<file path="config.mk">
export PLATFORM = sky130hd
export DESIGN_NAME = wlan_station_learning_table
export DESIGN_NICKNAME = d
export VERILOG_FILES = /design/src/rtl/wsl_pkg.sv /design/src/rtl/wsl_table.sv /design/src/rtl/wsl_seq.sv /design/src/rtl/wlan_station_learning_table.sv
export SDC_FILE = /design/constraint.sdc
export NUM_CORES = 2
export LEC_CHECK = 0
export BUFFER_PORTS_ARGS = -buffer_cell sky130_fd_sc_hd__buf_2
export CORE_MARGIN = 3
export CORE_UTILIZATION = 55
export CTS_BUF_LIST = sky130_fd_sc_hd__clkbuf_2
export DETAILED_ROUTE_END_ITERATION = 10
export PLACE_DENSITY_LB_ADDON = 0.05
export SLEW_MARGIN = 10
export SYNTH_ARGS = -nofsm -noshare
export SYNTH_HDL_FRONTEND = slang
export SYNTH_SLANG_ARGS = --single-unit
export TNS_END_PERCENT = 5
</file>
<file path="constraint.sdc">
create_clock -name clk_i -period 8.2 [get_ports clk_i]
set_input_delay 1.64 -clock clk_i [delete_from_list [all_inputs] [get_ports clk_i]]
set_output_delay 1.64 -clock clk_i [all_outputs]
set_load 0.05 [all_outputs]
</file>
<file path="src/rtl/wsl_pkg.sv">
// ----------------------------------------------------------------------------
// wsl_pkg: shared types and constants of the station learning table
// Holds the request function codes, the sequencer states, the table entry
// layout and the 802.11 frame control constants.
// ----------------------------------------------------------------------------
package wsl_pkg;

  localparam int unsigned AddrWidth   = 48;
  localparam int unsigned FramesWidth = 16;
  localparam int unsigned GroupBit    = 40;

  localparam logic [11:0] MinHeaderBytes      = 12'd24;
  localparam logic [3:0]  ProbeRequestSubtype = 4'd4;
  localparam logic [1:0]  TypeManagement      = 2'd0;
  localparam logic [1:0]  TypeData            = 2'd2;

  typedef enum logic [1:0] {
    FUNC_FRAME = 2'd0,
    FUNC_READ  = 2'd1,
    FUNC_CLEAR = 2'd2,
    FUNC_NONE  = 2'd3
  } func_e;

  typedef enum logic [2:0] {
    ST_IDLE,
    ST_DECODE,
    ST_LOAD,
    ST_SCAN,
    ST_READ,
    ST_DONE
  } state_e;

  typedef struct packed {
    logic [AddrWidth-1:0]   addr;
    logic [FramesWidth-1:0] frames;
  } entry_t;

endpackage

</file>
<file path="src/rtl/wsl_table.sv">
// ----------------------------------------------------------------------------
// wsl_table: station table storage
// Single write port and one registered read port holding address and frame
// count of each learned station.
// ----------------------------------------------------------------------------
module wsl_table
  import wsl_pkg::*;
#(
  parameter int unsigned TABLE_DEPTH = 32,
  parameter int unsigned AW          = 5
) (
  input  logic          clk_i,
  input  logic          we_i,
  input  logic [AW-1:0] waddr_i,
  input  entry_t        wdata_i,
  input  logic          re_i,
  input  logic [AW-1:0] raddr_i,
  output entry_t        rdata_o
);

  entry_t mem [TABLE_DEPTH];
  entry_t rdata_q;

  always_ff @(posedge clk_i) begin
    if (we_i) begin
      mem[waddr_i] <= wdata_i;
    end
  end

  always_ff @(posedge clk_i) begin
    if (re_i) begin
      rdata_q <= mem[raddr_i];
    end
  end

  assign rdata_o = rdata_q;

endmodule

</file>
<file path="src/rtl/wsl_seq.sv">
// ----------------------------------------------------------------------------
// wsl_seq: request sequencer and shared address comparator
// Classifies each request, then walks the table once per address to learn,
// one entry per cycle, through a single 48-bit compare unit.
// ----------------------------------------------------------------------------
module wsl_seq
  import wsl_pkg::*;
#(
  parameter int unsigned TABLE_DEPTH = 32,
  parameter int unsigned AW          = 5,
  parameter int unsigned CW          = 6
) (
  input  logic                   clk_i,
  input  logic                   rst_ni,
  input  logic                   start_i,
  input  logic [1:0]             func_i,
  input  logic                   is_misc_i,
  input  logic [11:0]            frame_length_i,
  input  logic [7:0]             control_low_i,
  input  logic [7:0]             control_high_i,
  input  logic [AddrWidth-1:0]   address_one_i,
  input  logic [AddrWidth-1:0]   address_two_i,
  input  logic [AddrWidth-1:0]   address_three_i,
  input  logic [4:0]             read_index_i,
  input  logic [AddrWidth-1:0]   bssid_i,
  output logic                   busy_o,
  output logic                   done_o,
  output logic [CW-1:0]          station_total_o,
  output logic [AddrWidth-1:0]   entry_address_o,
  output logic [FramesWidth-1:0] entry_frames_o,
  output logic                   entry_valid_o,
  output logic [1:0]             addresses_noted_o,
  output logic                   mem_we_o,
  output logic [AW-1:0]          mem_waddr_o,
  output entry_t                 mem_wdata_o,
  output logic                   mem_re_o,
  output logic [AW-1:0]          mem_raddr_o,
  input  entry_t                 mem_rdata_i
);

  localparam int unsigned XW = (CW > 5) ? CW : 5;

  state_e state_q, state_d;

  func_e                  func_q;
  logic                   is_misc_q;
  logic [11:0]            length_q;
  logic [7:0]             ctl_low_q, ctl_high_q;
  logic [AddrWidth-1:0]   a1_q, a2_q, a3_q;
  logic [4:0]             rd_idx_q;

  logic [AddrWidth-1:0]   slot0_q, slot0_d, slot1_q, slot1_d;
  logic [1:0]             slot_en_q, slot_en_d;
  logic [AddrWidth-1:0]   cur_addr_q, cur_addr_d;
  logic [CW-1:0]          ptr_q, ptr_d;
  logic                   pend_q, pend_d;
  logic [AW-1:0]          pend_idx_q, pend_idx_d;
  logic [CW-1:0]          count_q, count_d;
  logic [1:0]             noted_q, noted_d;
  logic [AddrWidth-1:0]   e_addr_q, e_addr_d;
  logic [FramesWidth-1:0] e_frames_q, e_frames_d;
  logic                   e_valid_q, e_valid_d;

  logic                   hit, more, room, read_ok;
  logic [AddrWidth-1:0]   sel_addr;
  logic                   slot_frame_ignored, mgmt, data, to_ds, from_ds;
  logic                   a1_eq, a2_eq, a3_eq;

  // The one shared comparator: table entry against the address being learned.
  assign hit      = pend_q && (mem_rdata_i.addr == cur_addr_q);
  assign more     = ptr_q < count_q;
  assign room     = count_q < CW'(TABLE_DEPTH);
  assign read_ok  = XW'(rd_idx_q) < XW'(count_q);
  assign sel_addr = slot_en_q[0] ? slot0_q : slot1_q;

  assign slot_frame_ignored = is_misc_q || (length_q < MinHeaderBytes);
  assign mgmt    = ctl_low_q[3:2] == TypeManagement;
  assign data    = ctl_low_q[3:2] == TypeData;
  assign to_ds   = ctl_high_q[0];
  assign from_ds = ctl_high_q[1];
  assign a1_eq   = a1_q == bssid_i;
  assign a2_eq   = a2_q == bssid_i;
  assign a3_eq   = a3_q == bssid_i;

  always_comb begin
    state_d = state_q;
    unique case (state_q)
      ST_IDLE: begin
        if (start_i) state_d = ST_DECODE;
      end
      ST_DECODE: begin
        unique case (func_q)
          FUNC_FRAME: state_d = ST_LOAD;
          FUNC_READ:  state_d = ST_READ;
          default:    state_d = ST_DONE;
        endcase
      end
      ST_LOAD: begin
        if (slot_en_q == 2'b00) begin
          state_d = ST_DONE;
        end else if (!sel_addr[GroupBit]) begin
          state_d = ST_SCAN;
        end
      end
      ST_SCAN: begin
        if (hit || (!more && !pend_q)) state_d = ST_LOAD;
      end
      ST_READ: state_d = ST_DONE;
      ST_DONE: state_d = ST_IDLE;
      default: state_d = ST_IDLE;
    endcase
  end

  always_comb begin
    slot0_d     = slot0_q;
    slot1_d     = slot1_q;
    slot_en_d   = slot_en_q;
    cur_addr_d  = cur_addr_q;
    ptr_d       = ptr_q;
    pend_d      = pend_q;
    pend_idx_d  = pend_idx_q;
    count_d     = count_q;
    noted_d     = noted_q;
    e_addr_d    = e_addr_q;
    e_frames_d  = e_frames_q;
    e_valid_d   = e_valid_q;
    mem_we_o    = 1'b0;
    mem_waddr_o = pend_idx_q;
    mem_wdata_o = '{addr: cur_addr_q, frames: FramesWidth'(mem_rdata_i.frames + 1'b1)};
    mem_re_o    = 1'b0;
    mem_raddr_o = ptr_q[AW-1:0];
    unique case (state_q)
      ST_DECODE: begin
        noted_d     = 2'd0;
        e_addr_d    = '0;
        e_frames_d  = '0;
        e_valid_d   = 1'b0;
        slot0_d     = (data && from_ds && !to_ds) ? a1_q : a2_q;
        slot1_d     = a1_q;
        slot_en_d   = 2'b00;
        mem_raddr_o = AW'(rd_idx_q);
        unique case (func_q)
          FUNC_FRAME: begin
            if (!slot_frame_ignored) begin
              if (mgmt && ctl_low_q[7:4] == ProbeRequestSubtype) begin
                slot_en_d = 2'b01;
              end else if (mgmt) begin
                slot_en_d = a3_eq ? {!a1_eq, !a2_eq} : 2'b00;
              end else if (data && to_ds && !from_ds) begin
                slot_en_d = {1'b0, a1_eq};
              end else if (data && from_ds && !to_ds) begin
                slot_en_d = {1'b0, a2_eq};
              end
            end
          end
          FUNC_READ:  mem_re_o = 1'b1;
          FUNC_CLEAR: count_d = '0;
          default: ;
        endcase
      end
      ST_LOAD: begin
        ptr_d  = '0;
        pend_d = 1'b0;
        cur_addr_d = sel_addr;
        if (slot_en_q[0]) begin
          slot_en_d[0] = 1'b0;
        end else begin
          slot_en_d[1] = 1'b0;
        end
      end
      ST_SCAN: begin
        if (hit) begin
          // Matched entry: bump its count in place and stop the walk.
          mem_we_o = 1'b1;
          noted_d  = noted_q + 2'd1;
          pend_d   = 1'b0;
        end else if (more) begin
          mem_re_o   = 1'b1;
          pend_d     = 1'b1;
          pend_idx_d = ptr_q[AW-1:0];
          ptr_d      = ptr_q + 1'b1;
        end else begin
          pend_d = 1'b0;
          if (!pend_q && room) begin
            mem_we_o    = 1'b1;
            mem_waddr_o = count_q[AW-1:0];
            mem_wdata_o = '{addr: cur_addr_q, frames: FramesWidth'(1)};
            count_d     = count_q + 1'b1;
            noted_d     = noted_q + 2'd1;
          end
        end
      end
      ST_READ: begin
        e_valid_d  = read_ok;
        e_addr_d   = read_ok ? mem_rdata_i.addr : '0;
        e_frames_d = read_ok ? mem_rdata_i.frames : '0;
      end
      default: ;
    endcase
  end

  always_ff @(posedge clk_i) begin
    if (state_q == ST_IDLE && start_i) begin
      func_q     <= func_e'(func_i);
      is_misc_q  <= is_misc_i;
      length_q   <= frame_length_i;
      ctl_low_q  <= control_low_i;
      ctl_high_q <= control_high_i;
      a1_q       <= address_one_i;
      a2_q       <= address_two_i;
      a3_q       <= address_three_i;
      rd_idx_q   <= read_index_i;
    end
    slot0_q    <= slot0_d;
    slot1_q    <= slot1_d;
    cur_addr_q <= cur_addr_d;
    pend_idx_q <= pend_idx_d;
    ptr_q      <= ptr_d;
    e_addr_q   <= e_addr_d;
    e_frames_q <= e_frames_d;
    e_valid_q  <= e_valid_d;
    noted_q    <= noted_d;
  end

  always_ff @(posedge clk_i or negedge rst_ni) begin
    if (!rst_ni) begin
      state_q   <= ST_IDLE;
      count_q   <= '0;
      pend_q    <= 1'b0;
      slot_en_q <= 2'b00;
    end else begin
      state_q   <= state_d;
      count_q   <= count_d;
      pend_q    <= pend_d;
      slot_en_q <= slot_en_d;
    end
  end

  assign busy_o            = state_q != ST_IDLE;
  assign done_o            = state_q == ST_DONE;
  assign station_total_o   = count_q;
  assign entry_address_o   = e_addr_q;
  assign entry_frames_o    = e_frames_q;
  assign entry_valid_o     = e_valid_q;
  assign addresses_noted_o = noted_q;

  a_count_bounded: assert property (@(posedge clk_i) disable iff (!rst_ni)
    count_q <= CW'(TABLE_DEPTH))
    else $error("station count exceeds table depth");

  a_write_in_scan: assert property (@(posedge clk_i) disable iff (!rst_ni)
    mem_we_o |-> (state_q == ST_SCAN))
    else $error("table written outside the scan");

  a_done_returns_idle: assert property (@(posedge clk_i) disable iff (!rst_ni)
    done_o |=> (state_q == ST_IDLE))
    else $error("result strobe longer than one cycle");

  a_start_decodes: assert property (@(posedge clk_i) disable iff (!rst_ni)
    (start_i && !busy_o) |=> (state_q == ST_DECODE))
    else $error("accepted request not decoded");

  a_insert_has_room: assert property (@(posedge clk_i) disable iff (!rst_ni)
    (mem_we_o && !hit) |=> (count_q == $past(count_q) + 1'b1))
    else $error("insertion did not advance the count");

endmodule

</file>
<file path="src/rtl/wlan_station_learning_table.sv">
// ----------------------------------------------------------------------------
// wlan_station_learning_table: 802.11 station address learning table
// Classifies frame headers against the configured BSSID and learns unicast
// station addresses with a per-station frame count; also reads and clears.
// ----------------------------------------------------------------------------
//
//   Channel   Direction  Handshake            Payload
//   request   in         start_i while !busy  func, is_misc, frame_length,
//                                             control bytes, three addresses,
//                                             read_index
//   result    out        done_o, one cycle    station_total, entry_address,
//                                             entry_frames, entry_valid,
//                                             addresses_noted
//   config    in         cfg_we_i             target BSSID (cfg_wdata_i)
//
// A frame request walks the held stations once for each of its unicast
// addresses, reading one entry per cycle from the single read port and
// checking it with the one shared 48-bit comparator; the walk stops at a
// match, and a multicast address is not looked up. Read, clear and
// unused-function requests do not walk the table.
// Reset clears the station count, the sequencer and the BSSID register; table
// storage is not cleared, as only entries below the count are ever used.
// The receiver cannot stall: each result is shown on done_o for one cycle.
// ----------------------------------------------------------------------------
module wlan_station_learning_table
  import wsl_pkg::*;
#(
  parameter int unsigned TABLE_DEPTH = 32
) (
  input  logic                                 clk_i,
  input  logic                                 rst_ni,
  input  logic                                 start_i,
  output logic                                 busy_o,
  output logic                                 done_o,
  input  logic                                 cfg_we_i,
  input  logic [AddrWidth-1:0]                 cfg_wdata_i,
  input  logic [1:0]                           func_i,
  input  logic                                 is_misc_i,
  input  logic [11:0]                          frame_length_i,
  input  logic [7:0]                           control_low_i,
  input  logic [7:0]                           control_high_i,
  input  logic [AddrWidth-1:0]                 address_one_i,
  input  logic [AddrWidth-1:0]                 address_two_i,
  input  logic [AddrWidth-1:0]                 address_three_i,
  input  logic [4:0]                           read_index_i,
  output logic [$clog2(TABLE_DEPTH+1)-1:0]     station_total_o,
  output logic [AddrWidth-1:0]                 entry_address_o,
  output logic [FramesWidth-1:0]               entry_frames_o,
  output logic                                 entry_valid_o,
  output logic [1:0]                           addresses_noted_o
);

  // Index width of the table and width of the station count, which must hold
  // the depth itself.
  localparam int unsigned AW = (TABLE_DEPTH > 1) ? $clog2(TABLE_DEPTH) : 1;
  localparam int unsigned CW = $clog2(TABLE_DEPTH + 1);

  // The BSSID filter register. Write it only while the block is idle, so the
  // sequencer may read it directly throughout a request; the block does not enforce it.
  logic [AddrWidth-1:0] bssid_q;

  always_ff @(posedge clk_i or negedge rst_ni) begin
    if (!rst_ni) begin
      bssid_q <= '0;
    end else if (cfg_we_i) begin
      bssid_q <= cfg_wdata_i;
    end
  end

  logic          mem_we, mem_re;
  logic [AW-1:0] mem_waddr, mem_raddr;
  entry_t        mem_wdata, mem_rdata;

  // The sequencer owns the station count and all control; it drives the
  // table's single write port and single read port.
  wsl_seq #(
    .TABLE_DEPTH(TABLE_DEPTH),
    .AW         (AW),
    .CW         (CW)
  ) u_seq (
    .clk_i            (clk_i),
    .rst_ni           (rst_ni),
    .start_i          (start_i),
    .func_i           (func_i),
    .is_misc_i        (is_misc_i),
    .frame_length_i   (frame_length_i),
    .control_low_i    (control_low_i),
    .control_high_i   (control_high_i),
    .address_one_i    (address_one_i),
    .address_two_i    (address_two_i),
    .address_three_i  (address_three_i),
    .read_index_i     (read_index_i),
    .bssid_i          (bssid_q),
    .busy_o           (busy_o),
    .done_o           (done_o),
    .station_total_o  (station_total_o),
    .entry_address_o  (entry_address_o),
    .entry_frames_o   (entry_frames_o),
    .entry_valid_o    (entry_valid_o),
    .addresses_noted_o(addresses_noted_o),
    .mem_we_o         (mem_we),
    .mem_waddr_o      (mem_waddr),
    .mem_wdata_o      (mem_wdata),
    .mem_re_o         (mem_re),
    .mem_raddr_o      (mem_raddr),
    .mem_rdata_i      (mem_rdata)
  );

  // Station storage: address and frame count side by side in one entry.
  wsl_table #(
    .TABLE_DEPTH(TABLE_DEPTH),
    .AW         (AW)
  ) u_table (
    .clk_i  (clk_i),
    .we_i   (mem_we),
    .waddr_i(mem_waddr),
    .wdata_i(mem_wdata),
    .re_i   (mem_re),
    .raddr_i(mem_raddr),
    .rdata_o(mem_rdata)
  );

endmodule
</file>
==> results by group <==
STA
  – Max transition margin: 14.0%
  – PnR worst setup slack: 2460 ps
  – Slew @ Worst Pin: 1280 ps
  – Setup TNS: 0 ps
  – Min cycle time layout: 5740 ps
  – Final setup vio count: 0
  – Fmax: 174 MHz
  – Final Cycle Share: 70.0%
  – Worst Skew: 165 ps
  – Endpoints failing hold: 0
  – Pins Over Slew Limit: 0
  – RSZ-0062 raised after global routing: no
  – WHS: 324 ps

Clock tree
  – CTS Sinks: 2563
  – Cts hold-fix bufs: 218
  – Root Driver: clkbuf_2
  – H-tree level count: 6
  – Post-CTS Setup Inserts: 0
  – Post-CTS Resized: 0
  – Clk buf depth: 4
  – Num CTS Buffers: 649
  – Worst-skew pair later-pin latency: 1880 ps
  – Clock edge transition at the registers on the reported setup and hold paths: 100 ps
  – CTS tree: yes

Final layout
  – Multi-input logic area: 21600 um2
  – Layout cells sized above 1: 23.8%
  – Post-Route Utilization: 62.5%
  – Most frequent cells in the layout: edfxtp_1, nand2_1, clkbuf_2, buf_2, a21oi_1
  – Fin area: 112000 um2
  – Fill cells: 13385
  – Sequential Area: 76700 um2
  – Layout overhead on the synthesized area: 12.4%
  – Post-layout nets: 7390
  – Commonest non-fill, non-tap cell in the layout: edfxtp_1

Routing
  – Via density per instance: 6.15
  – DRT Pass-1 Iters: 6
  – Routed len/inst: 29.8 um
  – DR vias: 61131
  – Detail Route Antenna Nets: 0
  – Routed WL: 296000 um
  – 1st-iter DRT viols: 7422
  – Post-route DRC: 0

Floorplanning
  – Die Area: 186000 um2
  – Die H: 432 um
  – Chip width: 432 um
  – Row count: 155
  – I/O Pins: 307
  – Core Area: 179000 um2
  – Starting Density: 55.6%

Worst setup path
  – R2r worst-path depth: 10
  – Reg2reg start: u_seq.state_q[1]
  – Type of origin of the critical path: flop
  – RR Endpoint: u_table.rdata_o[5]
  – CP Max Fanout: 54
  – Crit path from: u_seq.state_q[1]
  – Critical path capture point type: flop
  – Worst EP required: 9720 ps
  – Worst path arrival time: 7250 ps
  – Reg2Reg Setup Slack: 2460 ps
  – Critical path type: reg -> reg

Worst hold path
  – Worst hold path class: in -> reg
  – WHS Endpoint: u_seq.state_q[0]
  – Launch point of the worst hold path: start_i
  – Hold Path Cell Cnt: 5

Global routing
  – Total track usage: 31.7%
  – Antenna violations before repair: 9
  – Gr ovfl total: 0
  – First-pass GRT wire length: 422000 um
  – Pin count of the biggest net entering global routing: 184
  – Vias in the first global route: 60377

Place
  – Pre-CTS setup slack: 2570 ps
  – Port Buffers: 295
  – Post-DP HPWL: 155000 um
  – GPL Wtd Cong: 0.837
  – Placed cell area: 104000 um2

Synthesis
  – Number of flops mapped to enable cells by yosys: 2503
  – Synthesized cell area: 99700 um2
  – Cells after Synth: 6167
  – Register area share after synthesis: 76.9%
  – Synthesized Nets: 6411
  – Post-synthesis async set-or-reset flop share: 2.34%
  – Synth Flop Type: edfxtp_1
  – Yosys reg bits: 2563
  – Synth warnings: 0
  – Cell variety after synth: 69
  – Synth Area per Inst: 16.2 um2

Power
  – Pleak: 0.0385 uW
  – Worst vdd ir: 0.301 mV
  – Pwr dens: 305 nW/um2

Run
  – Max-cap check violation count: 0

Outcome
  – Status: finished clean
-- kinds of logic after synthesis --
| kind of cell | Yosys count | synth area share (%) |
|---|---|---|
| buf+inv | 360 | 1.83 |
| compound gates | 819 | 5.46 |
| flops | 2563 | 76.9 |
| fa+ha+maj | 12 | 0.151 |
| mux | 363 | 5.85 |
| simple gates | 1847 | 8.01 |
| xor+xnor | 203 | 1.78 |
-- stage by stage --
step | cells | total power, uW
after floorplan | 6167 | 22800
after global placement | 8631 | 26000
after detailed placement | 8631 | 26200
after CTS | 9921 | 34300
after global routing | 9928 | 35800
final | 9932 | 34200
-- routing by layer --
metal,share of wire [%],vias to the layer above,GRT usage (%)
li1,-,26083,-
met1,39,30960,43.6
met2,48,3507,50.1
met3,9.5,579,6.55
met4,4.0,2,13.2
met5,0.0044,-,0
-- power breakdown --
part,leakage [uW],switching (uW),internal [uW],total [uW]
clock network,0.00421,5000,3170,8170
logic,0.0109,6750,2930,9680
registers,0.0234,622,15700,16300
total,0.0385,12400,21800,34200
-- Yosys cell counts, types with 21 or more instances --
cell type	n	area, um2
a32oi_1	28	245
mux2i_1	41	410
mux2_2	160	1800
xnor2_1	101	885
nor4_1	33	206
and2_1	70	438
nor3_1	21	105
mux4_2	158	3560
a2111oi_0	79	692
buf_2	104	521
a21oi_1	292	1460
and3_1	75	469
nor2_1	87	327
dfrtp_1	60	1500
a31oi_1	123	769
buf_4	39	293
nand4_1	59	369
a22oi_1	142	1070
inv_1	22	82.6
o2111ai_1	38	333
edfxtp_1	2503	75200
o22ai_1	21	131
nand3_1	238	1190
clkbuf_1	162	608
nand2_1	1226	4600
buf_6	22	248
xor2_1	102	893
-- worst max path at each step --
stage	to	slack [ps]	cells after the start
after floorplan	u_table.mem[17][0]	700	10
after CTS	u_table.rdata_o[59]	2570	10
final	u_table.rdata_o[5]	2460	10
after global placement	u_table.rdata_o[49]	2590	10
after detailed placement	u_table.rdata_o[10]	2570	10
after global routing	u_table.rdata_o[5]	2180	10
-- cell type report --
| class | instances | share of cell area (%) |
|---|---|---|
| clock buffer | 926 | 4.14 |
| multi-input combinational | 3244 | 19.3 |
| tap | 2355 | 2.63 |
| timing repair buffer | 665 | 4.71 |
| antenna | 10 | 0.0223 |
| sequential | 2563 | 68.5 |
| clock inverter | 146 | 0.659 |
| inverter | 23 | 0.0793 |
-- critical path, cell delays in order (launching register included) --
cell       delay [ps]
dfrtp_1           500
or3b_1            790
inv_4             740
mux2_4            670
nor2_4            170
buf_4             290
nand2_2           850
buf_4             510
a21oi_1            70
a2111oi_0         610
a22oi_1           200
-- sequential cells by signal (all words and copies together), names as in the netlist, 9 cells and up --
register               flops
u_table.mem             2048
u_table.rdata_o           64
bssid_q                   48
u_seq.a1_q                48
u_seq.a2_q                48
u_seq.a3_q                48
u_seq.cur_addr_q          48
u_seq.entry_address_o     48
u_seq.slot0_q             48
u_seq.slot1_q             48
u_seq.entry_frames_o      16
u_seq.length_q             9
Power figures use the tool's default switching activity.
